==> src/rtl/core/sdt_pkg.sv <==
package sdt_pkg;

    // Field widths of one beat on either channel
    localparam int FUNC_W  = 2;
    localparam int YEAR_W  = 14;
    localparam int MONTH_W = 4;
    localparam int DAY_W   = 5;
    localparam int KEY_W   = 27;
    localparam int AMT_W   = 32;
    localparam int POS_W   = 6;
    localparam int CNT_W   = 7;

    // Table depth used when the top level is not overridden
    localparam int DEPTH_DEF = 64;

    // Date key scaling: key = year*10000 + month*100 + day
    localparam logic [YEAR_W-1:0] YEAR_MAX    = 14'd9999;
    localparam logic [YEAR_W-1:0] YEAR_SCALE  = 14'd10000;
    localparam logic [6:0]        MONTH_SCALE = 7'd100;

    typedef enum logic [FUNC_W-1:0] {
        FN_INSERT = 2'd0,
        FN_DELETE = 2'd1,
        FN_SEARCH = 2'd2
    } t_func;

    typedef enum logic [1:0] {
        ST_OK        = 2'd0,
        ST_NOT_FOUND = 2'd1,
        ST_FULL      = 2'd2,
        ST_REFUSED   = 2'd3
    } t_status;

    typedef enum logic [2:0] {
        S_IDLE,
        S_DISPATCH,
        S_SCAN,
        S_PUT,
        S_PROBE,
        S_CMP,
        S_DONE
    } t_state;

    // One table entry as it sits in memory
    typedef struct packed {
        logic [KEY_W-1:0]        key;
        logic signed [AMT_W-1:0] amount;
    } t_entry;

    // One result beat handed from the controller to the output register
    typedef struct packed {
        t_status                 status;
        logic signed [AMT_W-1:0] found_amount;
        logic [POS_W-1:0]        position;
        logic [CNT_W-1:0]        entry_count;
    } t_result;

endpackage

==> src/rtl/core/sdt_keygen.sv <==
module sdt_keygen
    import sdt_pkg::*;
(
    input  logic [YEAR_W-1:0]  i_year,
    input  logic [MONTH_W-1:0] i_month,
    input  logic [DAY_W-1:0]   i_day,
    output logic [KEY_W-1:0]   o_key
);

    logic [YEAR_W-1:0] year_sat;
    logic [KEY_W-1:0]  year_term;
    logic [KEY_W-1:0]  month_term;

    // Clamp the year so the key always fits its width
    assign year_sat = (i_year > YEAR_MAX) ? YEAR_MAX : i_year;

    // Scale and sum the date fields
    assign year_term  = KEY_W'(year_sat) * KEY_W'(YEAR_SCALE);
    assign month_term = KEY_W'(i_month) * KEY_W'(MONTH_SCALE);
    assign o_key      = year_term + month_term + KEY_W'(i_day);

endmodule

==> config.mk <==
export PLATFORM = sky130hd
export DESIGN_NAME = sdt_keygen
export DESIGN_NICKNAME = d
export VERILOG_FILES = /design/src/rtl/core/sdt_pkg.sv /design/src/rtl/core/sdt_keygen.sv
export SDC_FILE = /design/constraint.sdc
export NUM_CORES = 1
export LEC_CHECK = 0
export ABC_AREA = 1
export BUFFER_PORTS_ARGS = -buffer_cell sky130_fd_sc_hd__buf_2
export CORE_MARGIN = 10
export CORE_UTILIZATION = 25
export DETAILED_ROUTE_END_ITERATION = 7
export GPL_ROUTABILITY_DRIVEN = 1
export PLACE_DENSITY = 0.46
export SLEW_MARGIN = 20
export SYNTH_ARGS = -nofsm -noshare
export SYNTH_HDL_FRONTEND = slang
export SYNTH_SLANG_ARGS = --single-unit
==> constraint.sdc <==
create_clock -name vclk -period 9.52
set_input_delay 1.904 -clock vclk [all_inputs]
set_output_delay 1.904 -clock vclk [all_outputs]
set_load 0.01 [all_outputs]
Word level (Yosys, flattened, before mapping)
Index checks and enable logic that the tools add are counted.

word-level totals
  flip-flop bits (word level) = 0
  output and inout port bits = 27
  input port bits = 23
  logic and storage cells = 6

operators by class
  mux-type cells = 1
  order comparisons = 1
  $add $sub $neg = 2
  $mul = 2

operator list
  kind                                                                   count
  27-bit by 11-bit adder with 27-bit output                              1
  27-bit by 5-bit adder with 27-bit output                               1
  14-bit by 10-bit multiplier with 23-bit output, second input constant  1
  14-bit > comparator, second input constant                             1
  14-bit 2-to-1 mux                                                      1
  4-bit by 5-bit multiplier with 9-bit output, second input constant     1

Depth between registers and ports, before layout
  word-level depth = 5
  depth in mapped cells = 34
  depth with buffers taken out = 33

Worst setup path after synthesis
No wires, ideal clock.

  path type = in2out
  start point = input port i_year[5]
  end point = output port o_key[26]
  stages = 28
  arrival = 6,427 ps
  buffers on the path = 1
  required time = 7,616 ps
  setup slack = 1,189 ps
  path through = inv_1 -> nand4_1 -> nand4_1 -> nand3_1 -> nand2_1 -> inv_1 -> clkbuf_1 -> nor2_1 -> inv_1 -> fa_1 -> ha_1 -> fa_1 -> ha_1 -> fa_1 -> ha_1 -> nand2_1 -> inv_1 -> a21oi_1 -> nand2_1 -> nand2_1 -> nand2_1 -> nor2_2 -> nand3_2 -> nor2_4 -> nand2_1 -> nand2_1 -> nand2_1 -> inv_1

on the way
  cells in the longest elaborated chain, start to end = 5

RTL lines
  what                                                line              source
  start: declaration                                  sdt_keygen.sv:4   input logic [YEAR_W-1:0] i_year,
  14-bit > comparator                                 sdt_keygen.sv:15  assign year_sat = (i_year > YEAR_MAX) ? YEAR_MAX : i_year;
  14-bit 2-to-1 mux (*)                               sdt_keygen.sv:15
  14-bit by 10-bit multiplier with 23-bit output (*)  sdt_keygen.sv:18  assign year_term = KEY_W'(year_sat) * KEY_W'(YEAR_SCALE);
  27-bit by 11-bit adder with 27-bit output (*)       sdt_keygen.sv:20  assign o_key = year_term + month_term + KEY_W'(i_day);
  27-bit by 5-bit adder with 27-bit output (*)        sdt_keygen.sv:20
  end: declaration                                    sdt_keygen.sv:7   output logic [KEY_W-1:0] o_key

Every way passes the cells marked *; elsewhere a longest branch is shown, timed or not.

Worst setup path in the final report
  start point = input port i_year[5]
  end point = output port o_key[23]

The elaborated chain is that of the path after synthesis.

==> flow_summary.toml <==
[status]
status = "finished, final reports clean"

[placed_design]
place_hpwl_um = 8780
port_buffers = 46
globalplace.congestion = 0.819

[global_routing]
globalRouteOverflowTotal = 0
antenna_found_initial = 0
grt_pass1_wl_um = 16800
grt_usage_pct = 9.59
grt_pass1_vias = 3717
grt_max_degree = 15

[cells_and_area]
drive_gt1_share_pct = 13.6
nets = 768
fill_cells = 1645
final_common_cell = "inv_1"
mostFrequentLayoutCells = "inv_1 (140), nand2_1 (138), ha_1 (89)"
seq_cell_count = 0
clock_buffers = 0
num_antenna_cells = 0
ff_latch_area_um2 = 0
area_growth_pct = 14.0

[setup_path]
worst_path_max_delay_cell = "fa_1"
critPathMaxStageDelay_ps = 530
endpoint_kind = "output port"
critPathKind = "in2out"
startpoint_type = "primary input"
worstPathMaxFanout = 11
crit_top_cell = "inv_1"
critPathArrivalTime_ps = 7080
required_ps = 7620

[die]
die_h_um = 143
fp-row-count = 44
die_area_um2 = 20500
die_x_um = 143
io_pins = 50
core_um2 = 14700
start_util_pct = 25.8

[synthesis]
syn-instance-count = 574
ys_warn_count = 0
synth_top_cell_by_area = "ha_1"
yosys.cell_types.count = 29
seq_area_frac_synth_pct = 0
synth_top_cell_area_share_pct = 29.4
avgSynthCellArea_um2 = 6.60
syn-num-nets = 717
synthesis.area_um2 = 3790
yosys-top-cells-area = "ha_1 (29%), fa_1 (16%), inv_1 (14%)"

[sta]
finalHoldViolCount = 0
tightest_slew_ps = 348
fin_tns_setup_ps = 0
relSlewSlack_pct = 76.7
setup_violations = 0
fmax_mhz = 111
drv_slew = 0
post-route-period-util_pct = 94.4
period_needed_ps = 8990
grt_setup_unrepaired = "no"

[drt]
detail-route-antenna-nets = 0
wl_per_cell_um = 11.7
vias = 3549
wirelength_um = 9470
firstDrtPassIters = 6
drc = 0
first_iter_violations = 139
via_per_inst = 4.40

[run]
cap_violations = 0

[clock_network]
cts_hold_buf = 0

[worst_hold_path]
hp-class = "in2out"
## Yosys cell counts
cell,n
xor2_1,11
xnor2_1,11
nor2_4,1
nand3b_2,1
a31o_2,2
nand3_2,3
a21boi_0,1
fa_1,31
and2_1,3
nor2_1,44
inv_1,141
nand2_1,138
o21ai_0,3
o31ai_1,1
buf_4,2
ha_1,89
nand3_1,33
nor2_2,4
a31oi_1,2
a21o_1,2
o21bai_1,2
nand4_1,13
nand3b_1,2
a21oi_1,16
inv_2,2
nand2_2,12
nor3_1,1
clkbuf_1,2
a21oi_2,1
## path summary, 6_finish.rpt
| path | slack [ps] | cells past startpoint | start | endpoint |
|---|---|---|---|---|
| max | 530 | 34 | i_year[5] | o_key[23] |
| min | 3810 | 0 | i_day[1] | o_key[1] |
## final cells by class
type	count	area, µm²	share of cell area (%)
Timing Repair Buffer	53	295	6.84
Inverter	143	541	12.5
Multi-Input combinational cell	427	3250	75.3
Tap cell	184	230	5.33
## metal layers
layer | up-vias | track usage [%] | wire length (µm)
met3 | 2 | 0.697 | 308
met1 | 1620 | 12.2 | 4460
met2 | 54 | 17.9 | 4660
met5 | - | 0 | 0
li1 | 1873 | - | -
met4 | 0 | 0.380 | 42
## kinds of logic after synthesis
kind of cell / synth area share [%]
XOR/XNOR: 5.09
AO/OA/AOI/OAI: 4.73
adder cells (fa/ha/maj): 45.8
buffers and inverters: 14.8
AND/OR/NAND/NOR: 29.6
## what timing repair did
item	CTS	global route
endpoints found under the setup margin	0	10
buffers inserted	0	2
resized for setup	0	8
## stage by stage
| stage | instances | cell area, µm² | hold slack, ps | utilization, % | setup slack, ps |
|---|---|---|---|---|---|
| 2_1_floorplan | 574 | 3790 | 3900 | - | 1190 |
| 3_3_place_gp | 805 | 4260 | 3810 | 29.0 | 297 |
| 3_5_place_dp | 805 | 4260 | 3810 | 29.0 | 247 |
| 4_1_cts | 805 | 4260 | 3810 | 29.0 | 244 |
| 5_1_grt | 807 | 4320 | 3810 | 29.4 | 10.6 |
| 6_report | 807 | 4320 | 3810 | 29.4 | 535 |
## critical path, delay by kind of cell
family	cells	cell delay [ps]
buffers and inverters	12	1090
AND/OR/NAND/NOR	15	1520
AO/OA/AOI/OAI	1	160
adder cells (fa/ha/maj)	6	2390
Power is not shown: default switching activity piles up to over one toggle a cycle in this logic, so the estimate is an artifact.
