[src/rtl/core/sdt_pkg.sv]
package sdt_pkg;

    // Field widths of one beat on either channel
    localparam int FUNC_W  = 2;
    localparam int YEAR_W  = 14;
    localparam int MONTH_W = 4;
    localparam int DAY_W   = 5;
    localparam int KEY_W   = 27;
    localparam int AMT_W   = 32;
    localparam int POS_W   = 6;
    localparam int CNT_W   = 7;

    // Table depth used when the top level is not overridden
    localparam int DEPTH_DEF = 64;

    // Date key scaling: key = year*10000 + month*100 + day
    localparam logic [YEAR_W-1:0] YEAR_MAX    = 14'd9999;
    localparam logic [YEAR_W-1:0] YEAR_SCALE  = 14'd10000;
    localparam logic [6:0]        MONTH_SCALE = 7'd100;

    typedef enum logic [FUNC_W-1:0] {
        FN_INSERT = 2'd0,
        FN_DELETE = 2'd1,
        FN_SEARCH = 2'd2
    } t_func;

    typedef enum logic [1:0] {
        ST_OK        = 2'd0,
        ST_NOT_FOUND = 2'd1,
        ST_FULL      = 2'd2,
        ST_REFUSED   = 2'd3
    } t_status;

    typedef enum logic [2:0] {
        S_IDLE,
        S_DISPATCH,
        S_SCAN,
        S_PUT,
        S_PROBE,
        S_CMP,
        S_DONE
    } t_state;

    // One table entry as it sits in memory
    typedef struct packed {
        logic [KEY_W-1:0]        key;
        logic signed [AMT_W-1:0] amount;
    } t_entry;

    // One result beat handed from the controller to the output register
    typedef struct packed {
        t_status                 status;
        logic signed [AMT_W-1:0] found_amount;
        logic [POS_W-1:0]        position;
        logic [CNT_W-1:0]        entry_count;
    } t_result;

endpackage

[src/rtl/core/sdt_ctrl.sv]
module sdt_ctrl
    import sdt_pkg::*;
#(
    parameter int DEPTH = DEPTH_DEF,
    parameter int AW    = $clog2(DEPTH),
    parameter int CW    = $clog2(DEPTH + 1)
) (
    input  logic                    i_clk,
    input  logic                    i_rst_n,
    // Command beat
    input  logic                    i_start,
    input  logic [FUNC_W-1:0]       i_func,
    input  logic [KEY_W-1:0]        i_key,
    input  logic signed [AMT_W-1:0] i_amount,
    output logic                    o_idle,
    // Result beat
    output logic                    o_res_valid,
    input  logic                    i_res_ready,
    output t_result                 o_res,
    // Table memory
    output logic                    o_mem_we,
    output logic [AW-1:0]           o_mem_waddr,
    output t_entry                  o_mem_wdata,
    output logic                    o_mem_re,
    output logic [AW-1:0]           o_mem_raddr,
    input  t_entry                  i_mem_rdata
);

    // Signed one at the width of the search bounds
    localparam logic signed [CW:0] ONE_S = (CW+1)'(1);

    t_state                  r_state, n_state;
    t_func                   r_func, n_func;
    logic [KEY_W-1:0]        r_key, n_key;
    logic signed [AMT_W-1:0] r_amt, n_amt;
    logic [CW-1:0]           r_count, n_count;
    logic [AW-1:0]           r_rd_idx, n_rd_idx;
    logic [CW-1:0]           r_left, n_left;
    logic                    r_pend, n_pend;
    logic [AW-1:0]           r_pend_idx, n_pend_idx;
    logic                    r_pend_last, n_pend_last;
    logic                    r_found, n_found;
    logic [AW-1:0]           r_pos, n_pos;
    logic signed [CW:0]      r_lo, n_lo;
    logic signed [CW:0]      r_hi, n_hi;
    logic [AW-1:0]           r_mid, n_mid;
    t_result                 r_res, n_res;

    logic               cnt_full;
    logic               cnt_zero;
    logic               cnt_small;
    logic               rd_ge;
    logic               rd_eq;
    logic               rd_gt;
    logic               probe_empty;
    logic [CW:0]        probe_sum;
    logic [AW-1:0]      probe_mid;
    logic signed [CW:0] count_s;
    logic signed [CW:0] mid_s;
    logic [AW-1:0]      hit_pos;

    // Table occupancy
    assign cnt_full  = (r_count == CW'(DEPTH));
    assign cnt_zero  = (r_count == '0);
    assign cnt_small = (r_count <= CW'(1));
    assign count_s   = $signed((CW+1)'(r_count));

    // Compare the returned entry against the command key
    assign rd_ge = (i_mem_rdata.key >= r_key);
    assign rd_eq = (i_mem_rdata.key == r_key);
    assign rd_gt = (i_mem_rdata.key > r_key);

    // Binary search probe; lo and hi are non-negative whenever a probe is issued
    assign probe_empty = (r_lo > r_hi);
    assign probe_sum   = (CW+1)'(r_lo) + (CW+1)'(r_hi);
    assign probe_mid   = AW'(probe_sum >> 1);
    assign mid_s       = $signed((CW+1)'(r_mid));

    assign hit_pos = r_found ? r_pos : r_pend_idx;

    // Next state
    always_comb begin
        n_state = r_state;
        case (r_state)
            S_IDLE: begin
                if (i_start) begin
                    n_state = S_DISPATCH;
                end
            end
            S_DISPATCH: begin
                case (r_func)
                    FN_INSERT: begin
                        if (cnt_full) begin
                            n_state = S_DONE;
                        end else if (cnt_zero) begin
                            n_state = S_PUT;
                        end else begin
                            n_state = S_SCAN;
                        end
                    end
                    FN_DELETE: begin
                        n_state = cnt_small ? S_DONE : S_SCAN;
                    end
                    FN_SEARCH: begin
                        n_state = S_PROBE;
                    end
                    default: begin
                        n_state = S_DONE;
                    end
                endcase
            end
            S_SCAN: begin
                if (r_pend) begin
                    if (r_func == FN_INSERT) begin
                        if (!rd_ge || r_pend_last) begin
                            n_state = S_PUT;
                        end
                    end else if (r_pend_last) begin
                        n_state = S_DONE;
                    end
                end
            end
            S_PUT: begin
                n_state = S_DONE;
            end
            S_PROBE: begin
                n_state = probe_empty ? S_DONE : S_CMP;
            end
            S_CMP: begin
                n_state = rd_eq ? S_DONE : S_PROBE;
            end
            S_DONE: begin
                if (i_res_ready) begin
                    n_state = S_IDLE;
                end
            end
            default: begin
                n_state = S_IDLE;
            end
        endcase
    end

    // Datapath and memory control
    always_comb begin
        n_func      = r_func;
        n_key       = r_key;
        n_amt       = r_amt;
        n_count     = r_count;
        n_rd_idx    = r_rd_idx;
        n_left      = r_left;
        n_pend      = 1'b0;
        n_pend_idx  = r_pend_idx;
        n_pend_last = r_pend_last;
        n_found     = r_found;
        n_pos       = r_pos;
        n_lo        = r_lo;
        n_hi        = r_hi;
        n_mid       = r_mid;
        n_res       = r_res;
        o_mem_we    = 1'b0;
        o_mem_waddr = r_pos;
        o_mem_wdata = i_mem_rdata;
        o_mem_re    = 1'b0;
        o_mem_raddr = r_rd_idx;
        o_idle      = (r_state == S_IDLE);
        o_res_valid = (r_state == S_DONE);

        case (r_state)
            S_IDLE: begin
                // Capture the command beat
                if (i_start) begin
                    n_func = t_func'(i_func);
                    n_key  = i_key;
                    n_amt  = i_amount;
                end
            end
            S_DISPATCH: begin
                // Preset a failed result and the walk pointers
                n_res.status       = ST_NOT_FOUND;
                n_res.found_amount = '0;
                n_res.position     = '0;
                n_res.entry_count  = CNT_W'(r_count);
                n_left             = r_count;
                n_found            = 1'b0;
                n_pos              = '0;
                n_lo               = '0;
                n_hi               = count_s - ONE_S;
                case (r_func)
                    FN_INSERT: begin
                        // Walk down from the last entry
                        n_rd_idx = AW'(r_count - 1'b1);
                        if (cnt_full) begin
                            n_res.status = ST_FULL;
                        end
                    end
                    FN_DELETE: begin
                        // Walk up from the first entry
                        n_rd_idx = '0;
                        if (cnt_small) begin
                            n_res.status = ST_REFUSED;
                        end
                    end
                    default: begin
                        n_rd_idx = '0;
                    end
                endcase
            end
            S_SCAN: begin
                // Issue the next read of the walk
                if (r_left != '0) begin
                    o_mem_re    = 1'b1;
                    o_mem_raddr = r_rd_idx;
                    n_rd_idx    = (r_func == FN_INSERT) ? r_rd_idx - 1'b1 : r_rd_idx + 1'b1;
                    n_left      = r_left - 1'b1;
                    n_pend      = 1'b1;
                    n_pend_idx  = r_rd_idx;
                    n_pend_last = (r_left == CW'(1));
                end
                // Consume the entry read last cycle
                if (r_pend) begin
                    if (r_func == FN_INSERT) begin
                        if (rd_ge) begin
                            // Shift one entry up to open the slot
                            o_mem_we    = 1'b1;
                            o_mem_waddr = r_pend_idx + 1'b1;
                            o_mem_wdata = i_mem_rdata;
                            n_pos       = '0;
                        end else begin
                            n_pos = r_pend_idx + 1'b1;
                        end
                    end else begin
                        if (!r_found) begin
                            if (rd_eq) begin
                                n_found = 1'b1;
                                n_pos   = r_pend_idx;
                            end
                        end else begin
                            // Shift one entry down over the removed one
                            o_mem_we    = 1'b1;
                            o_mem_waddr = r_pend_idx - 1'b1;
                            o_mem_wdata = i_mem_rdata;
                        end
                        if (r_pend_last && (r_found || rd_eq)) begin
                            n_count           = r_count - 1'b1;
                            n_res.status      = ST_OK;
                            n_res.position    = POS_W'(hit_pos);
                            n_res.entry_count = CNT_W'(r_count - 1'b1);
                        end
                    end
                end
            end
            S_PUT: begin
                // Write the new entry into the open slot
                o_mem_we              = 1'b1;
                o_mem_waddr           = r_pos;
                o_mem_wdata.key       = r_key;
                o_mem_wdata.amount    = r_amt;
                n_count               = r_count + 1'b1;
                n_res.status          = ST_OK;
                n_res.position        = POS_W'(r_pos);
                n_res.entry_count     = CNT_W'(r_count + 1'b1);
            end
            S_PROBE: begin
                if (!probe_empty) begin
                    o_mem_re    = 1'b1;
                    o_mem_raddr = probe_mid;
                    n_mid       = probe_mid;
                end
            end
            S_CMP: begin
                // Narrow the search window or report the hit
                if (rd_eq) begin
                    n_res.status       = ST_OK;
                    n_res.found_amount = i_mem_rdata.amount;
                    n_res.position     = POS_W'(r_mid);
                end else if (rd_gt) begin
                    n_hi = mid_s - ONE_S;
                end else begin
                    n_lo = mid_s + ONE_S;
                end
            end
            default: begin
            end
        endcase
    end

    // Control registers
    always_ff @(posedge i_clk) begin
        if (!i_rst_n) begin
            r_state <= S_IDLE;
            r_count <= '0;
            r_pend  <= 1'b0;
        end else begin
            r_state <= n_state;
            r_count <= n_count;
            r_pend  <= n_pend;
        end
    end

    // Payload registers
    always_ff @(posedge i_clk) begin
        r_func      <= n_func;
        r_key       <= n_key;
        r_amt       <= n_amt;
        r_rd_idx    <= n_rd_idx;
        r_left      <= n_left;
        r_pend_idx  <= n_pend_idx;
        r_pend_last <= n_pend_last;
        r_found     <= n_found;
        r_pos       <= n_pos;
        r_lo        <= n_lo;
        r_hi        <= n_hi;
        r_mid       <= n_mid;
        r_res       <= n_res;
    end

    assign o_res = r_res;

endmodule

[config.mk]
export PLATFORM = sky130hd
export DESIGN_NAME = sdt_ctrl
export DESIGN_NICKNAME = d
export VERILOG_FILES = /design/src/rtl/core/sdt_pkg.sv /design/src/rtl/core/sdt_ctrl.sv
export SDC_FILE = /design/constraint.sdc
export NUM_CORES = 1
export LEC_CHECK = 0
export ABC_AREA = 1
export BUFFER_PORTS_ARGS = -buffer_cell sky130_fd_sc_hd__buf_4
export CORE_ASPECT_RATIO = 1.4
export CORE_MARGIN = 4
export CORE_UTILIZATION = 54
export CTS_CLUSTER_DIAMETER = 40
export DETAILED_ROUTE_END_ITERATION = 8
export GPL_TIMING_DRIVEN = 0
export PLACE_DENSITY_LB_ADDON = 0.1
export SYNTH_ARGS = -nofsm -noshare
export SYNTH_HDL_FRONTEND = slang
export SYNTH_SLANG_ARGS = --single-unit
[constraint.sdc]
create_clock -name i_clk -period 7.1 [get_ports i_clk]
set_input_delay 0.71 -clock i_clk [delete_from_list [all_inputs] [get_ports i_clk]]
set_output_delay 0.71 -clock i_clk [all_outputs]
set_load 0.03 [all_outputs]
Yosys cells after proc, flatten, opt, wreduce, memory -nomap -nowiden
Cells that the tools add are included.

$lt $le $gt $ge: 4. Bitwise gates (word level): 1. Mux-type cells: 71. $add $sub $neg: 11. Reductions and logical operators: 27. Equal/unequal tests: 25.

Operators by type and width (number): $mux 6 (16); $pmux 32 s2 (1); $mux 59 (1); $mux 40 (1); $mux 13 (3); $mux 8 (4); $pmux 8 s2 (2); $mux 7 (4); $pmux 7 s2 (2); $eq 27x27->1 (1); $ge 27x27->1 (1); $gt 27x27->1 (1); $mux 3 (8); $pmux 6 s2 (2); $pmux 6 s4 (1); $pmux 3 s7 (1); $pmux 7 s3 (1); $ne 2x2->1 const B (9); $mux 2 (7); $sub 7x1->7 const B (2); $add 6x1->6 const B (2); $ne 3x3->1 const B (4); $reduce_and 2->1 (6); $reduce_and 4->1 (3); 34 further kinds (56).

Output and inout port bits: 122. Input port bits: 124. Word-level logic and storage cells: 158. Register bits: 168.

Longest topological paths before layout
Depth after elaboration: 7. Mapped depth: 14. Gate-level depth less buffers: 14.

Worst setup path after synthesis
OpenSTA, ideal clock, no wires.

Path type: input to register. From: input i_start. To: register r_amt[0], enable pin. Buffers on the path: 0. Arrival: 4.896 ns. Cell stages on the path: 2. Slack: 1.649 ns. Library setup time: 0.555 ns. Data required time: 6.545 ns. Path through: inv_1 > nor3_1.

Cells in the longest elaborated chain, start to end: 1.

RTL lines: start, declared (RTL line sdt_ctrl.sv:11) `input logic i_start,`; $reduce_and 2->1 (no source line); end signal, assigned (RTL line sdt_ctrl.sv:304) `r_amt <= n_amt;`; end, declared (RTL line sdt_ctrl.sv:35) `logic signed [AMT_W-1:0] r_amt, n_amt;`.

Every way passes these cells. A chain may end at the register's enable or synchronous reset.

Final worst setup path
From: register r_lo[4]. To: output o_mem_raddr[1].

Cells in the longest elaborated chain, start to end: 3.

RTL lines: start, declared (RTL line sdt_ctrl.sv:44) `logic signed [CW:0] r_lo, n_lo;`; start signal, assigned (RTL line sdt_ctrl.sv:311) `r_lo <= n_lo;`; $gt 8x8->1 (RTL line sdt_ctrl.sv:74) `assign probe_empty = (r_lo > r_hi);`; $mux 6 (RTL line sdt_ctrl.sv:264) `if (!probe_empty) begin`; $mux 6; end, declared (RTL line sdt_ctrl.sv:25) `output logic [AW-1:0] o_mem_raddr,`.

Every way passes these cells.

==> impl_metrics.ini <==
[sta]
postLayoutSetupSlackWorst_ps = 3376
hold_viol = 0
slew-limit-headroom_pct = 14.71
finalCritPeriodShare_pct = 52.45
min_period_ps = 3724
fmax_mhz = 268.5
tightest_slew_ps = 1272
final-max-slew-violation-count = 0
fin_skew_ps = 16.49
tns_ps = 0
rsz0062_at_grt = false
setup_viol = 0

[place]
placed_cell_area_um2 = 11430
port-buffer-count = 245
post-place-ws_ps = 3635
gp_congestion = 0.9154
dp_hpwl_mm = 21.52

[detailed_routing]
dr.first_iter.drc_count = 502
detail-route-antenna-nets = 0
num_vias = 8019
vias_per_cell = 5.415
totalWireLength_mm = 27.27
drc = 0
wl_per_cell_um = 18.41
first_pass_iters = 5

[die]
coreArea_um2 = 16820
fp.dieH_um = 163.0
die_w_um = 118.7
row_count = 56
ios = 246
start_util_pct = 55.12
die_area_um2 = 19350

[clock_network]
clk_latency_ps = 440
cts.clk_slew.worst_paths_ps = 80
clockRootBuffer = clkbuf_16
cts_tree = built
cts_sinks = 167
cts_max_path_buffers = 2
cts_buffers = 17
cts_resized = 0
htreeDepth = 4
post_cts_buffers = 0
cts_hold_buf = 0

[setup_path]
r2r_start = r_key[6]
rr_endpoint = o_res[8]
reg2reg_depth = 12
worstSetupStartpointType = flip-flop
crit_fanout = 13
setup.worst_path.class = flip-flop to output pin
cp-end-kind = output pin
cp_data_required_time_ps = 6390
r2r_setup_slack_ps = 4080
critPathArrivalTime_ps = 3010

[layout]
antenna_cells = 0
final_area_um2 = 12000
syn2layout_area_growth_pct = 29.43
layout_common_cells = buf_4 (249), nand2_1 (182), edfxtp_1 (156)
utilization_pct = 71.34
fin_nets = 1444
fillers = 1303
drive_above_1_share_pct = 26.21
final_common_cell = buf_4

[synthesis]
synth_fp_nets = 1175
synth_seq_area_share_pct = 52.92
synth_seq_cells = 167
synth-async-reset-ratio_pct = 0
synthTopCellsByArea = edfxtp_1 (51%), nand2_1 (7.4%), ha_1 (7.2%)
syn-mean-instance-area_um2 = 9.306
dominantRegCellSynth = edfxtp_1
synth_edf_count = 156
synth_warnings = 0
ys_types = 50
synth_top_cell_by_area = edfxtp_1
yosys.area.top_type_share_pct = 50.54
syn_inst = 996
synth_area_um2 = 9269

[grt]
grt_pass1_wl_mm = 42.47
grt_max_degree = 33
antenna_found_initial = 0
grt_pass1_vias = 8237
overflow = 0
track_usage_pct = 28.12

[hold_path]
hold_depth = 1
hold_path.startpoint = i_amount[10]
holdPathEnd = r_amt[10]
hp-class = primary input to flip-flop

[outcome]
status = finished clean

[power_and_ir_drop]
vdd_drop_max_mv = 0.1793
power.density_nw_per_um2 = 389.4
p_leak_uw = 0.005501

[flow_run]
maxCapViolCount = 0
how the worst max path moves through the flow:
stage                    start              to  depth (start not counted)
3_5_place_dp   i_mem_rdata[54]         r_lo[0]                         11
2_1_floorplan          i_start        r_amt[0]                          2
6_report               r_lo[4]  o_mem_raddr[1]                         10
4_1_cts                r_lo[4]  o_mem_raddr[1]                         10
5_1_grt                r_lo[4]  o_mem_raddr[1]                         10
3_3_place_gp           i_start       r_amt[10]                          3
worst max-delay path: stages, from the launching register on:
cell	delay, ps
edfxtp_1	410
ha_1	310
inv_1	70
nor4_1	520
nand4_1	180
nand2_1	210
nand2_1	250
inv_2	280
nand2_1	70
o21ai_0	90
buf_4	190
through the flow:
step	power, uW	hold WS (ps)	instances
after floorplan	3015	426.4	996
after CTS	4669	436.4	1481
final	4672	440.3	1481
after global placement	3726	471.8	1444
after detailed placement	3773	470.9	1449
after global routing	4945	426.7	1481
cells by family after synthesis:
family | count (synthesis) | share of synthesized area [%]
AOI/OAI and AO/OA | 200 | 12.16
xor gates and xnor gates | 24 | 2.268
adders and majority gates | 55 | 7.586
buffers and inverters | 192 | 8.194
DFF | 167 | 52.92
and+or+nand+nor | 358 | 16.87
synth_stat cells (all sizes together), types with 3 or more instances:
| library cell | number |
|---|---|
| buf | 14 |
| nand4 | 16 |
| o221ai | 9 |
| nor2 | 101 |
| a211oi | 3 |
| xnor2 | 3 |
| o21ai | 110 |
| nor3 | 11 |
| ha | 53 |
| edfxtp | 156 |
| nand2 | 189 |
| o31ai | 5 |
| dfxtp | 11 |
| xor2 | 21 |
| nor4 | 6 |
| o22ai | 8 |
| a21o | 3 |
| a21oi | 49 |
| clkbuf | 18 |
| inv | 160 |
| nand3 | 30 |
state kept, by name, summed over array words and instances, names as in the netlist, 3 cells and up:
signal      flops
r_rd_idx        6
r_pos           6
r_count         7
r_mid           6
r_hi            8
r_amt          32
r_lo            7
o_res          47
r_pend_idx      6
r_key          27
r_state         3
r_left          7
cell type report:
cell class                      count  area (um^2)  share of cell area (%)
Tap cell                          203        254.0                   2.117
Inverter                          160        600.6                   5.006
Timing Repair Buffer              250         1896                   15.80
Sequential cell                   167         4905                   40.88
Clock inverter                     14        135.1                   1.126
Clock buffer                       18        429.2                   3.577
Multi-Input combinational cell    637         3618                   30.16
Buffer                             32        158.9                   1.325
layer usage:
metal | vias to the layer above | wire (um) | track usage, % | share of wire (%)
li1 | 3906 | - | - | -
met1 | 3740 | 9767 | 30.09 | 36
met2 | 305 | 14390 | 51.05 | 53
met3 | 68 | 2071 | 8.313 | 7.6
met4 | 0 | 1044 | 12.70 | 3.8
met5 | - | 0 | 0 | 0
where the power goes:
part	leakage [uW]	total [uW]	switching, uW	internal (uW)
Sequential	0.00155	1670	150	1520
Clock	0.000270	907	441	466
Combinational	0.00368	2090	1410	685
Note: power is estimated with default switching activity, not from simulation.
